File: src/design/tcwa_pkg.sv
// ----------------------------------------------------------------------------
// tcwa_pkg: shared types and constants
// Defaults, controller states and the command/status bundles between the
// controller and the datapath of the three channel window average core.
// ----------------------------------------------------------------------------
package tcwa_pkg;

	localparam int unsigned WINDOW_DEPTH_DEFAULT = 8;
	localparam int unsigned SAMPLE_BITS_DEFAULT  = 10;
	localparam int unsigned AVG_BITS             = 8;
	localparam int unsigned AVG_SHIFT            = 2;

	typedef enum logic [2:0] {
		ST_IDLE,
		ST_READ,
		ST_DRAIN,
		ST_LOAD,
		ST_DIV,
		ST_DONE
	} tcwa_state_t;

	typedef struct packed {
		logic store;
		logic rd;
		logic div_start;
		logic div_step;
		logic out_load;
	} tcwa_cmd_t;

	typedef struct packed {
		logic rd_last;
		logic div_last;
		logic out_busy;
		logic hold;
	} tcwa_status_t;

endpackage

File: src/design/tcwa_sample_if.sv
// ----------------------------------------------------------------------------
// tcwa_sample_if: sample request channel
// Valid/ready channel carrying one sample for each of the three channels.
// ----------------------------------------------------------------------------
interface tcwa_sample_if #(
	parameter int unsigned SAMPLE_BITS = tcwa_pkg::SAMPLE_BITS_DEFAULT
);
	logic                   valid;
	logic                   ready;
	logic [SAMPLE_BITS-1:0] sample_in_voltage;
	logic [SAMPLE_BITS-1:0] sample_cap_voltage;
	logic [SAMPLE_BITS-1:0] sample_out_voltage;

	modport source (
		output valid, sample_in_voltage, sample_cap_voltage, sample_out_voltage,
		input  ready
	);
	modport sink (
		input  valid, sample_in_voltage, sample_cap_voltage, sample_out_voltage,
		output ready
	);
endinterface

File: src/design/tcwa_avg_if.sv
// ----------------------------------------------------------------------------
// tcwa_avg_if: average request channel
// Valid/ready channel carrying the three 8-bit window averages.
// ----------------------------------------------------------------------------
interface tcwa_avg_if;
	logic                          valid;
	logic                          ready;
	logic [tcwa_pkg::AVG_BITS-1:0] avg_in_voltage;
	logic [tcwa_pkg::AVG_BITS-1:0] avg_cap_voltage;
	logic [tcwa_pkg::AVG_BITS-1:0] avg_out_voltage;

	modport source (
		output valid, avg_in_voltage, avg_cap_voltage, avg_out_voltage,
		input  ready
	);
	modport sink (
		input  valid, avg_in_voltage, avg_cap_voltage, avg_out_voltage,
		output ready
	);
endinterface

File: src/design/tcwa_divider.sv
// ----------------------------------------------------------------------------
// tcwa_divider: restoring divider
// One quotient bit per step; the quotient replaces the dividend in place.
// ----------------------------------------------------------------------------
module tcwa_divider #(
	parameter int unsigned SUM_W = 13,
	parameter int unsigned CNT_W = 4
) (
	input  logic             clk,
	input  logic             start,
	input  logic             step,
	input  logic [SUM_W-1:0] dividend,
	input  logic [CNT_W-1:0] divisor,
	output logic [SUM_W-1:0] quotient
);
	logic [CNT_W-1:0] rem_q;
	logic [SUM_W-1:0] quo_q;
	logic [CNT_W-1:0] div_q;
	logic [CNT_W+1:0] diff;

	assign diff = {1'b0, rem_q, quo_q[SUM_W-1]} - {2'b00, div_q};

	always_ff @(posedge clk) begin
		if (start) begin
			rem_q <= '0;
			quo_q <= dividend;
			div_q <= divisor;
		end else if (step) begin
			if (!diff[CNT_W+1]) begin
				rem_q <= diff[CNT_W-1:0];
				quo_q <= {quo_q[SUM_W-2:0], 1'b1};
			end else begin
				rem_q <= {rem_q[CNT_W-2:0], quo_q[SUM_W-1]};
				quo_q <= {quo_q[SUM_W-2:0], 1'b0};
			end
		end
	end

	assign quotient = quo_q;
endmodule

File: src/design/tcwa_datapath.sv
// ----------------------------------------------------------------------------
// tcwa_datapath: windows, sums, dividers and output register
// Three window memories share one write slot and one read index; the
// registered read data feed three accumulators and then three dividers.
// ----------------------------------------------------------------------------
module tcwa_datapath #(
	parameter int unsigned WINDOW_DEPTH = tcwa_pkg::WINDOW_DEPTH_DEFAULT,
	parameter int unsigned SAMPLE_BITS  = tcwa_pkg::SAMPLE_BITS_DEFAULT
) (
	input  logic                          clk,
	input  logic                          arst_n,
	input  tcwa_pkg::tcwa_cmd_t           cmd,
	output tcwa_pkg::tcwa_status_t        status,
	input  logic                          cfg_we,
	input  logic                          cfg_wdata,
	input  logic [SAMPLE_BITS-1:0]        sample_in_voltage,
	input  logic [SAMPLE_BITS-1:0]        sample_cap_voltage,
	input  logic [SAMPLE_BITS-1:0]        sample_out_voltage,
	input  logic                          out_ready,
	output logic                          out_valid,
	output logic [tcwa_pkg::AVG_BITS-1:0] avg_in_voltage,
	output logic [tcwa_pkg::AVG_BITS-1:0] avg_cap_voltage,
	output logic [tcwa_pkg::AVG_BITS-1:0] avg_out_voltage
);
	import tcwa_pkg::*;

	localparam int unsigned IDX_W  = $clog2(WINDOW_DEPTH);
	localparam int unsigned CNT_W  = $clog2(WINDOW_DEPTH + 1);
	localparam int unsigned SUM_W  = SAMPLE_BITS + $clog2(WINDOW_DEPTH);
	localparam int unsigned STEP_W = $clog2(SUM_W);

	logic [SAMPLE_BITS-1:0] mem_in_q  [WINDOW_DEPTH];
	logic [SAMPLE_BITS-1:0] mem_cap_q [WINDOW_DEPTH];
	logic [SAMPLE_BITS-1:0] mem_out_q [WINDOW_DEPTH];

	logic [IDX_W-1:0]       slot_q;
	logic [CNT_W-1:0]       count_q;
	logic [IDX_W-1:0]       rd_idx_q;
	logic                   rd_vld_s1;
	logic [SAMPLE_BITS-1:0] rd_in_s1;
	logic [SAMPLE_BITS-1:0] rd_cap_s1;
	logic [SAMPLE_BITS-1:0] rd_out_s1;
	logic [SUM_W-1:0]       acc_in_q;
	logic [SUM_W-1:0]       acc_cap_q;
	logic [SUM_W-1:0]       acc_out_q;
	logic [STEP_W-1:0]      step_q;
	logic                   hold_q;
	logic                   out_valid_q;
	logic [SUM_W-1:0]       quo_in;
	logic [SUM_W-1:0]       quo_cap;
	logic [SUM_W-1:0]       quo_out;
	logic [SUM_W-1:0]       sh_in;
	logic [SUM_W-1:0]       sh_cap;
	logic [SUM_W-1:0]       sh_out;

	// window memories
	always_ff @(posedge clk) begin
		if (cmd.store) begin
			mem_in_q[slot_q]  <= sample_in_voltage;
			mem_cap_q[slot_q] <= sample_cap_voltage;
			mem_out_q[slot_q] <= sample_out_voltage;
		end
		if (cmd.rd) begin
			rd_in_s1  <= mem_in_q[rd_idx_q];
			rd_cap_s1 <= mem_cap_q[rd_idx_q];
			rd_out_s1 <= mem_out_q[rd_idx_q];
		end
	end

	always_ff @(posedge clk or negedge arst_n) begin
		if (!arst_n) begin
			slot_q      <= '0;
			count_q     <= '0;
			rd_idx_q    <= '0;
			rd_vld_s1   <= 1'b0;
			step_q      <= '0;
			hold_q      <= 1'b0;
			out_valid_q <= 1'b0;
		end else begin
			rd_vld_s1 <= cmd.rd;
			if (cfg_we) begin
				hold_q <= cfg_wdata;
			end
			if (cmd.store) begin
				rd_idx_q <= '0;
				if (slot_q == IDX_W'(WINDOW_DEPTH - 1)) begin
					slot_q <= '0;
				end else begin
					slot_q <= slot_q + 1'b1;
				end
				if (count_q != CNT_W'(WINDOW_DEPTH)) begin
					count_q <= count_q + 1'b1;
				end
			end else if (cmd.rd) begin
				rd_idx_q <= rd_idx_q + 1'b1;
			end
			if (cmd.div_start) begin
				step_q <= '0;
			end else if (cmd.div_step) begin
				step_q <= step_q + 1'b1;
			end
			if (cmd.out_load) begin
				out_valid_q <= 1'b1;
			end else if (out_ready) begin
				out_valid_q <= 1'b0;
			end
		end
	end

	// sums
	always_ff @(posedge clk) begin
		if (cmd.store) begin
			acc_in_q  <= '0;
			acc_cap_q <= '0;
			acc_out_q <= '0;
		end else if (rd_vld_s1) begin
			acc_in_q  <= acc_in_q  + SUM_W'(rd_in_s1);
			acc_cap_q <= acc_cap_q + SUM_W'(rd_cap_s1);
			acc_out_q <= acc_out_q + SUM_W'(rd_out_s1);
		end
	end

	tcwa_divider #(.SUM_W(SUM_W), .CNT_W(CNT_W)) u_div_in (
		.clk(clk), .start(cmd.div_start), .step(cmd.div_step),
		.dividend(acc_in_q), .divisor(count_q), .quotient(quo_in)
	);
	tcwa_divider #(.SUM_W(SUM_W), .CNT_W(CNT_W)) u_div_cap (
		.clk(clk), .start(cmd.div_start), .step(cmd.div_step),
		.dividend(acc_cap_q), .divisor(count_q), .quotient(quo_cap)
	);
	tcwa_divider #(.SUM_W(SUM_W), .CNT_W(CNT_W)) u_div_out (
		.clk(clk), .start(cmd.div_start), .step(cmd.div_step),
		.dividend(acc_out_q), .divisor(count_q), .quotient(quo_out)
	);

	assign sh_in  = quo_in  >> AVG_SHIFT;
	assign sh_cap = quo_cap >> AVG_SHIFT;
	assign sh_out = quo_out >> AVG_SHIFT;

	always_ff @(posedge clk) begin
		if (cmd.out_load) begin
			avg_in_voltage  <= AVG_BITS'(sh_in);
			avg_cap_voltage <= AVG_BITS'(sh_cap);
			avg_out_voltage <= AVG_BITS'(sh_out);
		end
	end

	assign out_valid       = out_valid_q;
	assign status.rd_last  = (CNT_W'(rd_idx_q) + 1'b1) == count_q;
	assign status.div_last = step_q == STEP_W'(SUM_W - 1);
	assign status.out_busy = out_valid_q && !out_ready;
	assign status.hold     = hold_q;

`ifndef SYNTHESIS
	a_count_range: assert property (@(posedge clk) disable iff (!arst_n)
		count_q <= CNT_W'(WINDOW_DEPTH))
		else $error("valid count above window depth");
	a_div_nonzero: assert property (@(posedge clk) disable iff (!arst_n)
		cmd.div_start |-> count_q != '0)
		else $error("divide started with empty window");
	a_rd_in_window: assert property (@(posedge clk) disable iff (!arst_n)
		cmd.rd |-> CNT_W'(rd_idx_q) < count_q)
		else $error("read beyond written entries");
	a_out_no_overwrite: assert property (@(posedge clk) disable iff (!arst_n)
		cmd.out_load |-> (!out_valid_q || out_ready))
		else $error("pending average overwritten");
`endif
endmodule

File: src/design/tcwa_ctrl.sv
// ----------------------------------------------------------------------------
// tcwa_ctrl: sequencing state machine
// Accepts a sample request, sweeps the windows, runs the dividers and,
// unless hold is set, hands the averages to the output register.
// ----------------------------------------------------------------------------
module tcwa_ctrl (
	input  logic                   clk,
	input  logic                   arst_n,
	input  logic                   in_valid,
	output logic                   in_ready,
	input  tcwa_pkg::tcwa_status_t status,
	output tcwa_pkg::tcwa_cmd_t    cmd
);
	import tcwa_pkg::*;

	tcwa_state_t state_q;
	tcwa_state_t state_d;

	always_ff @(posedge clk or negedge arst_n) begin
		if (!arst_n) begin
			state_q <= ST_IDLE;
		end else begin
			state_q <= state_d;
		end
	end

	always_comb begin
		state_d  = state_q;
		cmd      = '0;
		in_ready = 1'b0;
		unique case (state_q)
			ST_IDLE: begin
				in_ready = 1'b1;
				if (in_valid) begin
					cmd.store = 1'b1;
					state_d   = ST_READ;
				end
			end
			ST_READ: begin
				cmd.rd = 1'b1;
				if (status.rd_last) begin
					state_d = ST_DRAIN;
				end
			end
			ST_DRAIN: begin
				state_d = ST_LOAD;
			end
			ST_LOAD: begin
				cmd.div_start = 1'b1;
				state_d       = ST_DIV;
			end
			ST_DIV: begin
				cmd.div_step = 1'b1;
				if (status.div_last) begin
					state_d = ST_DONE;
				end
			end
			ST_DONE: begin
				if (status.hold) begin
					state_d = ST_IDLE;
				end else if (!status.out_busy) begin
					cmd.out_load = 1'b1;
					state_d      = ST_IDLE;
				end
			end
			default: begin
				state_d = ST_IDLE;
			end
		endcase
	end
endmodule

File: src/design/three_channel_window_average_core.sv
// ----------------------------------------------------------------------------
// three_channel_window_average_core: windowed average of three channels
// Stores each sample set in three circular windows and publishes the
// truncated window averages, shifted right two bits, unless held.
// ----------------------------------------------------------------------------
//  port       dir  request
//  samples    in   sample_in/cap/out_voltage
//  averages   out  avg_in/cap/out_voltage
//  cfg_we     in   hold_results write (cfg_wdata)
//
//  Each item sweeps the n valid entries (n at most WINDOW_DEPTH), one
//  memory read a cycle, then runs the one-bit-a-step divider over the
//  SUM_W = SAMPLE_BITS + log2(WINDOW_DEPTH) bit sums (13 at defaults).
//  Reset clears slot, count, hold and the output valid; window contents
//  are not cleared. A pending average does not block the next sample; a
//  finished one waits only while the previous is untaken.
// ----------------------------------------------------------------------------
module three_channel_window_average_core #(
	parameter int unsigned WINDOW_DEPTH = tcwa_pkg::WINDOW_DEPTH_DEFAULT,
	parameter int unsigned SAMPLE_BITS  = tcwa_pkg::SAMPLE_BITS_DEFAULT
) (
	input  logic         clk,
	input  logic         arst_n,
	input  logic         cfg_we,
	input  logic         cfg_wdata,
	tcwa_sample_if.sink  samples,
	tcwa_avg_if.source   averages
);
	import tcwa_pkg::*;

	tcwa_cmd_t    cmd;
	tcwa_status_t status;

	tcwa_ctrl u_ctrl (
		.clk      (clk),
		.arst_n   (arst_n),
		.in_valid (samples.valid),
		.in_ready (samples.ready),
		.status   (status),
		.cmd      (cmd)
	);

	tcwa_datapath #(
		.WINDOW_DEPTH (WINDOW_DEPTH),
		.SAMPLE_BITS  (SAMPLE_BITS)
	) u_datapath (
		.clk                (clk),
		.arst_n             (arst_n),
		.cmd                (cmd),
		.status             (status),
		.cfg_we             (cfg_we),
		.cfg_wdata          (cfg_wdata),
		.sample_in_voltage  (samples.sample_in_voltage),
		.sample_cap_voltage (samples.sample_cap_voltage),
		.sample_out_voltage (samples.sample_out_voltage),
		.out_ready          (averages.ready),
		.out_valid          (averages.valid),
		.avg_in_voltage     (averages.avg_in_voltage),
		.avg_cap_voltage    (averages.avg_cap_voltage),
		.avg_out_voltage    (averages.avg_out_voltage)
	);
endmodule

File: src/flat_wrapper.sv
// flat-port wrapper written by rule: the top's interface ports become plain ports
module three_channel_window_average_core_flat import tcwa_pkg::*;
#(
	parameter int unsigned WINDOW_DEPTH = tcwa_pkg::WINDOW_DEPTH_DEFAULT,
	parameter int unsigned SAMPLE_BITS  = tcwa_pkg::SAMPLE_BITS_DEFAULT
)
  (clk, arst_n, cfg_we, cfg_wdata, samples_valid, samples_sample_in_voltage, samples_sample_cap_voltage, samples_sample_out_voltage, samples_ready, averages_valid, averages_avg_in_voltage, averages_avg_cap_voltage, averages_avg_out_voltage, averages_ready);
  tcwa_sample_if #(.SAMPLE_BITS(SAMPLE_BITS)) samples_i ();
  tcwa_avg_if averages_i ();
  input  logic clk;
  input  logic arst_n;
  input  logic cfg_we;
  input  logic cfg_wdata;
  input wire logic [$bits(samples_i.valid)-1:0] samples_valid;
  input wire logic [$bits(samples_i.sample_in_voltage)-1:0] samples_sample_in_voltage;
  input wire logic [$bits(samples_i.sample_cap_voltage)-1:0] samples_sample_cap_voltage;
  input wire logic [$bits(samples_i.sample_out_voltage)-1:0] samples_sample_out_voltage;
  output wire logic [$bits(samples_i.ready)-1:0] samples_ready;
  output wire logic [$bits(averages_i.valid)-1:0] averages_valid;
  output wire logic [$bits(averages_i.avg_in_voltage)-1:0] averages_avg_in_voltage;
  output wire logic [$bits(averages_i.avg_cap_voltage)-1:0] averages_avg_cap_voltage;
  output wire logic [$bits(averages_i.avg_out_voltage)-1:0] averages_avg_out_voltage;
  input wire logic [$bits(averages_i.ready)-1:0] averages_ready;
  assign samples_i.valid = samples_valid;
  assign samples_i.sample_in_voltage = samples_sample_in_voltage;
  assign samples_i.sample_cap_voltage = samples_sample_cap_voltage;
  assign samples_i.sample_out_voltage = samples_sample_out_voltage;
  assign samples_ready = samples_i.ready;
  assign averages_valid = averages_i.valid;
  assign averages_avg_in_voltage = averages_i.avg_in_voltage;
  assign averages_avg_cap_voltage = averages_i.avg_cap_voltage;
  assign averages_avg_out_voltage = averages_i.avg_out_voltage;
  assign averages_i.ready = averages_ready;
  three_channel_window_average_core #(.WINDOW_DEPTH(WINDOW_DEPTH), .SAMPLE_BITS(SAMPLE_BITS)) u_core (.clk(clk), .arst_n(arst_n), .cfg_we(cfg_we), .cfg_wdata(cfg_wdata), .samples(samples_i), .averages(averages_i));
endmodule
File: config.mk
export PLATFORM = sky130hd
export DESIGN_NAME = three_channel_window_average_core_flat
export DESIGN_NICKNAME = d
export VERILOG_FILES = /design/src/design/tcwa_pkg.sv /design/src/design/tcwa_sample_if.sv /design/src/design/tcwa_avg_if.sv /design/src/design/tcwa_divider.sv /design/src/design/tcwa_datapath.sv /design/src/design/tcwa_ctrl.sv /design/src/design/three_channel_window_average_core.sv /design/src/flat_wrapper.sv
export SDC_FILE = /design/constraint.sdc
export NUM_CORES = 1
export LEC_CHECK = 0
export BUFFER_PORTS_ARGS = -buffer_cell sky130_fd_sc_hd__buf_2
export CAP_MARGIN = 20
export CORE_ASPECT_RATIO = 0.8
export CORE_UTILIZATION = 40
export CTS_CLUSTER_SIZE = 14
export DETAILED_ROUTE_END_ITERATION = 6
export HOLD_SLACK_MARGIN = 0.03
export MAX_ROUTING_LAYER = met4
export PLACE_DENSITY = 0.55
export SLEW_MARGIN = 10
export SYNTH_ARGS = -nofsm -noshare
export SYNTH_HDL_FRONTEND = slang
export SYNTH_SLANG_ARGS = --single-unit
File: constraint.sdc
create_clock -name clk -period 5.1 [get_ports clk]
set_input_delay 0.765 -clock clk [delete_from_list [all_inputs] [get_ports clk]]
set_output_delay 0.765 -clock clk [all_outputs]
set_load 0.1 [all_outputs]
After elaboration in Yosys (flattened, before gate mapping)
Memory sizes are Yosys's and may differ from the RTL's. A register that Yosys moved wholly into a read port is not among the register bits.
Index checks and enable logic that the tools add are counted.
- add/subtract/negate cells: 11
- eq/ne operators: 13
- muxes and demuxes: 36
- reductions and logical operators: 8
- operators with widths (kind ; number):
    $mux W13 ; 6
    $add A13 B10 Y13 ; 3
    $mux W3 ; 8
    $mux W4 ; 5
    $pmux W3 S6 ; 1
    $sub A5 B4 Y6 ; 3
    $mux W1 ; 16
    $eq A3 B3 Y1 const B ; 3
    $add A4 B1 Y4 const B ; 2
    $add A3 B1 Y3 const B ; 2
    $eq A3 B2 Y1 const B ; 2
    $reduce_bool A2 Y1 ; 3
    $add A3 B1 Y4 const B ; 1
    $eq A4 B4 Y1 ; 1
    $eq A4 B4 Y1 const B ; 1
    $ne A2 B1 Y1 const B ; 2
    $ne A4 B4 Y1 const B ; 1
    $reduce_and A4 Y1 ; 1
    $eq A3 B1 Y1 const B ; 1
    $logic_not A3 Y1 ; 1
    $ne A3 B3 Y1 const B ; 1
    $ne A2 B2 Y1 const B ; 1
    $reduce_and A2 Y1 ; 1
    $logic_and A1 B1 Y1 ; 1
    $logic_not A1 Y1 ; 1
- flip-flop bits (word level): 138
- memory bits (writable): 240
- output and inout bits: 26
- word-level logic and storage cells: 92
- memories kept: 3
- memories (name ; depth ; width ; read ports ; clocked after Yosys merged registers in ; write ports ; line ; RTL):
    u_core.u_datapath.mem_cap_q ; 8 ; 10 ; 1 ; 1 ; 1 ; tcwa_datapath.sv:33 ; logic [SAMPLE_BITS-1:0] mem_cap_q [WINDOW_DEPTH];
    u_core.u_datapath.mem_in_q ; 8 ; 10 ; 1 ; 1 ; 1 ; tcwa_datapath.sv:32 ; logic [SAMPLE_BITS-1:0] mem_in_q [WINDOW_DEPTH];
    u_core.u_datapath.mem_out_q ; 8 ; 10 ; 1 ; 1 ; 1 ; tcwa_datapath.sv:34 ; logic [SAMPLE_BITS-1:0] mem_out_q [WINDOW_DEPTH];

Depth between registers and ports, before layout
- depth in word-level cells: 6
- depth in mapped cells: 8
- gate-level depth less buffers: 8

Hierarchy
Synthesis repeated with hierarchy kept, for this count alone.
- cells, all modules: 1080
- area, all modules: 17788.3 µm²
- modules (own cells, without submodules) (module ; times used ; cells an instance ; area each (µm²) ; sequential area each (µm²)):
    tcwa_datapath ; 1 ; 835 ; 14478.9 ; 10034.6
    tcwa_divider ; 3 ; 73 ; 1026.0 ; 590.6
    tcwa_ctrl ; 1 ; 26 ; 231.5 ; 75.1

Worst setup path after synthesis
OpenSTA, ideal clock, no wires.
- path kind: reg-to-reg
- start: reg u_core.u_ctrl.state_q[1]
- end: mem u_core.u_datapath.mem_cap_q[0][0] (netlist name), enable pin
- arrival time: 5.311 ns
- required time: 4.608 ns
- slack: -0.704 ns
- cell stages (with the launch flop): 6
- path buffers: 2
- cells stage by stage: dfrtp_1 -> nor3_2 -> nand2_1 -> buf_2 -> buf_2 -> nor4_1
- longest elaborated chain between the ends: 4
- RTL lines (item ; line ; RTL):
    start, declared ; tcwa_ctrl.sv:16 ; tcwa_state_t state_q;
    start signal, assigned ; tcwa_ctrl.sv:23 ; state_q <= state_d;
    $logic_not A3 Y1 ; tcwa_ctrl.sv:31 ; unique case (state_q)
    $mux W1 ; tcwa_ctrl.sv:31 ;
    $mux W1 ; tcwa_datapath.sv:58 ; if (cmd.store) begin
    $mux W1 (implied by the code) ; tcwa_datapath.sv:60 ; mem_cap_q[slot_q] <= sample_cap_voltage;
    end, declared ; tcwa_datapath.sv:33 ;
Every way passes these cells.

Worst setup path in the final report
- start: reg u_core.u_ctrl.state_q[2]
- end: reg u_core.u_datapath.u_div_cap.quo_q[4] (netlist: u_core.u_datapath.u_div_cap.quotient[4]), enable pin
- longest elaborated chain between the ends: 3
- RTL lines (item ; line ; RTL):
    $eq A3 B3 Y1 or $eq A3 B2 Y1 (tied branches) ; tcwa_ctrl.sv:31 ;
    $mux W1 ; tcwa_ctrl.sv:31 ;
    $reduce_bool A2 Y1 (no line) * ; - ;
    end signal, assigned ; tcwa_divider.sv:26 ; quo_q <= dividend;
    end signal, assigned ; tcwa_divider.sv:31 ; quo_q <= {quo_q[SUM_W-2:0], 1'b1};
    end signal, assigned ; tcwa_divider.sv:34 ; quo_q <= {quo_q[SUM_W-2:0], 1'b0};
    end, declared ; tcwa_divider.sv:17 ; logic [SUM_W-1:0] quo_q;
Mark *: on every way between the ends. The rest lies on a longest branch, timed or not.
A chain may end at the register's enable or synchronous reset.

==> impl_metrics.json <==
{
  "cp_slowest_cell": "nor2_1",
  "via_per_inst": 5.30,
  "tightest_slew_ns": 1.05,
  "final_area_um2": 19600,
  "finalMaxSlewViolations": 0,
  "cts_buffers": 42,
  "fp.dieW_um": 234,
  "cts_tree": "yes",
  "ios": 62,
  "ys_top_cells_by_area": "edfxtp_1 (59%), mux4_2 (7.8%), dfxtp_1 (5.9%)",
  "yosysTopAreaCell": "edfxtp_1",
  "irDropWorstVdd_v": 0.000252,
  "slew_headroom": 0.295,
  "drcViolationCount": 0,
  "syn-num-nets": 1239,
  "clock-sinks": 408,
  "required_ns": 5.33,
  "dr.pass1.iters": 5,
  "finClkSkew_ns": 0.0241,
  "cts.path.max_buffers": 3,
  "fin_crit_sh": 0.677,
  "p_per_area_nw_per_um2": 611,
  "yosys-top-cells-count": "edfxtp_1 (337), nand2_1 (168), mux4_2 (60)",
  "final_util": 0.464,
  "yosysTopAreaCellShare": 0.585,
  "io_buffers": 61,
  "setup_violations": 0,
  "cts_resized": 0,
  "critPathLaunchType": "flip-flop",
  "drtAntennaViolNets": 0,
  "gr-total-overflow": 0,
  "worstSetupEndpointType": "flip-flop",
  "fin_setup_tns_ns": 0,
  "syn_inst": 1148,
  "synth_warnings": 0,
  "final_nets": 1317,
  "hold_class": "in -> async",
  "synth.distinct_cells": 64,
  "path_cells": "or2_2, inv_2, nor2_1, inv_1, buf_4",
  "final.min_clock_period_ns": 3.46,
  "area_growth_pct": 13.4,
  "grt_pass1_vias": 9852,
  "rows": 67,
  "grt_antenna_before_repair": 1,
  "synthesis.area_um2": 17300,
  "avgSynthCellArea_um2": 15.1,
  "grt_max_degree": 49,
  "postCtsHoldBufs": 0,
  "yosysMostFrequentCell": "edfxtp_1",
  "critPathArrivalTime_ns": 3.68,
  "clkTransAtPathRegs_ns": 0.06,
  "slowest_delay_ns": 0.85,
  "drv_cap": 0,
  "grt_first_pass_wirelength_mm": 57.0,
  "post_cts_buffers": 0,
  "hold_viol_final": 0,
  "rrSetupSlack_ns": 1.64,
  "reg.largest.list": "u_core.u_datapath.mem_cap_q (80), u_core.u_datapath.mem_in_q (80), u_core.u_datapath.mem_out_q (80)",
  "drive_gt1_frac": 0.204,
  "rsz0062_at_grt": "no",
  "gp_congestion": 0.795,
  "leakagePower_uw": 0.00701,
  "hpwl_mm": 22.8,
  "crit_buf_inv": 3,
  "die-area_um2": 44100,
  "cp_top_family": "simple AND/OR/NAND/NOR gates",
  "cts-root-buf": "clkbuf_16",
  "synthArstFlopShare": 0.0490,
  "yosysSeqAreaShare": 0.673,
  "synth_top_flop_cell": "edfxtp_1",
  "htree_levels": 2,
  "initial_utilization": 0.409,
  "coreArea_um2": 42300,
  "grtUsageTotal": 0.174,
  "status": "finished clean",
  "fill_cells": 3739,
  "wl_per_cell_um": 19.9,
  "synth_edf_count": 337,
  "synth-seq-cells": 408,
  "clock_latency_ns": 0.55,
  "drt_iter0_drc": 659,
  "wl_mm": 36.0,
  "critical_path_class": "reg -> reg",
  "placed_area_um2": 18300,
  "dieHeight_um": 188,
  "vias": 9607,
  "max_freq_ghz": 0.289,
  "crit_fanout": 47
}
[worst paths after layout]
check,start,end,cells after the start
setup / recovery,u_core.u_ctrl.state_q[2],u_core.u_datapath.u_div_cap.quotient[4],5
hold / removal,arst_n,u_core.u_ctrl.state_q[0],1
setup reg to reg,u_core.u_ctrl.state_q[2],u_core.u_datapath.u_div_cap.quotient[4],5
hold reg to reg,u_core.u_datapath.u_div_in.quotient[4],u_core.u_datapath.avg_in_voltage[2],0
max in group asynchronous,arst_n,u_core.u_datapath.rd_idx_q[0],1
min in group clk,averages_ready,u_core.u_datapath.out_valid,2
[report_power, final]
group | switching, µW | internal (µW)
Clock | 1290 | 1670
Sequential | 658 | 4350
Combinational | 2200 | 1820
[metrics by stage]
stage	hold WS [ns]	power [µW]	instances	setup WS [ns]
6_report	0.204	12000	1813	1.64
5_1_grt	0.217	12800	1813	1.18
4_1_cts	0.194	12100	1811	1.60
3_5_place_dp	0.447	9130	1733	1.63
3_3_place_gp	0.445	9050	1733	1.64
2_1_floorplan	0.426	8060	1148	0.0979
[kinds of logic (layout without fill, tap and decap cells)]
group | count (synthesis) | in the layout | share of synthesized area
AND/OR/NAND/NOR | 332 | 332 | 0.0894
other | 0 | 1 | 0
XOR/XNOR | 17 | 17 | 0.00861
adder cells (fa/ha/maj) | 55 | 55 | 0.0424
flip-flops | 408 | 408 | 0.673
multiplexers | 107 | 107 | 0.108
AO/OA/AOI/OAI | 158 | 158 | 0.0603
buffers and inverters | 71 | 183 | 0.0184
[area by class of cell]
cell class | count | area [µm²] | share of cell area
flip-flops and latches | 408 | 11600 | 0.594
multi-input cells | 669 | 5400 | 0.276
clock inverters | 24 | 196 | 0.0100
well taps | 552 | 691 | 0.0352
inverters | 25 | 93.8 | 0.00479
clock buffers | 54 | 1120 | 0.0570
repair buffers | 80 | 460 | 0.0235
diodes | 1 | 2.50 | 0.000128
[per-layer routing]
metal / GRT usage / vias up / part of all wire
met4: 0.0481 / 0 / 0.021
li1: - / 4589 / -
met5: - / - / 0
met3: 0.0286 / 52 / 0.031
met2: 0.262 / 132 / 0.46
met1: 0.245 / 4834 / 0.49
[cell usage in the layout (no fill, tap or decap), types with 9 or more instances in the layout]
| cell | instances |
|---|---|
| inv_1 | 23 |
| edfxtp_1 | 337 |
| nor2_1 | 43 |
| dfxtp_1 | 51 |
| o21ai_0 | 39 |
| nand3_1 | 18 |
| mux4_2 | 60 |
| nand4_1 | 13 |
| mux2i_1 | 13 |
| clkinv_2 | 10 |
| buf_4 | 18 |
| xnor2_1 | 12 |
| buf_2 | 61 |
| a211oi_1 | 11 |
| o21a_1 | 9 |
| ha_1 | 49 |
| nand2_1 | 168 |
| nor3_1 | 20 |
| mux2_2 | 34 |
| clkbuf_16 | 43 |
| and3_1 | 9 |
| a21oi_1 | 40 |
| dfrtp_1 | 18 |
| clkbuf_1 | 11 |
| o211ai_1 | 12 |
(Power assumes the default switching activity.)
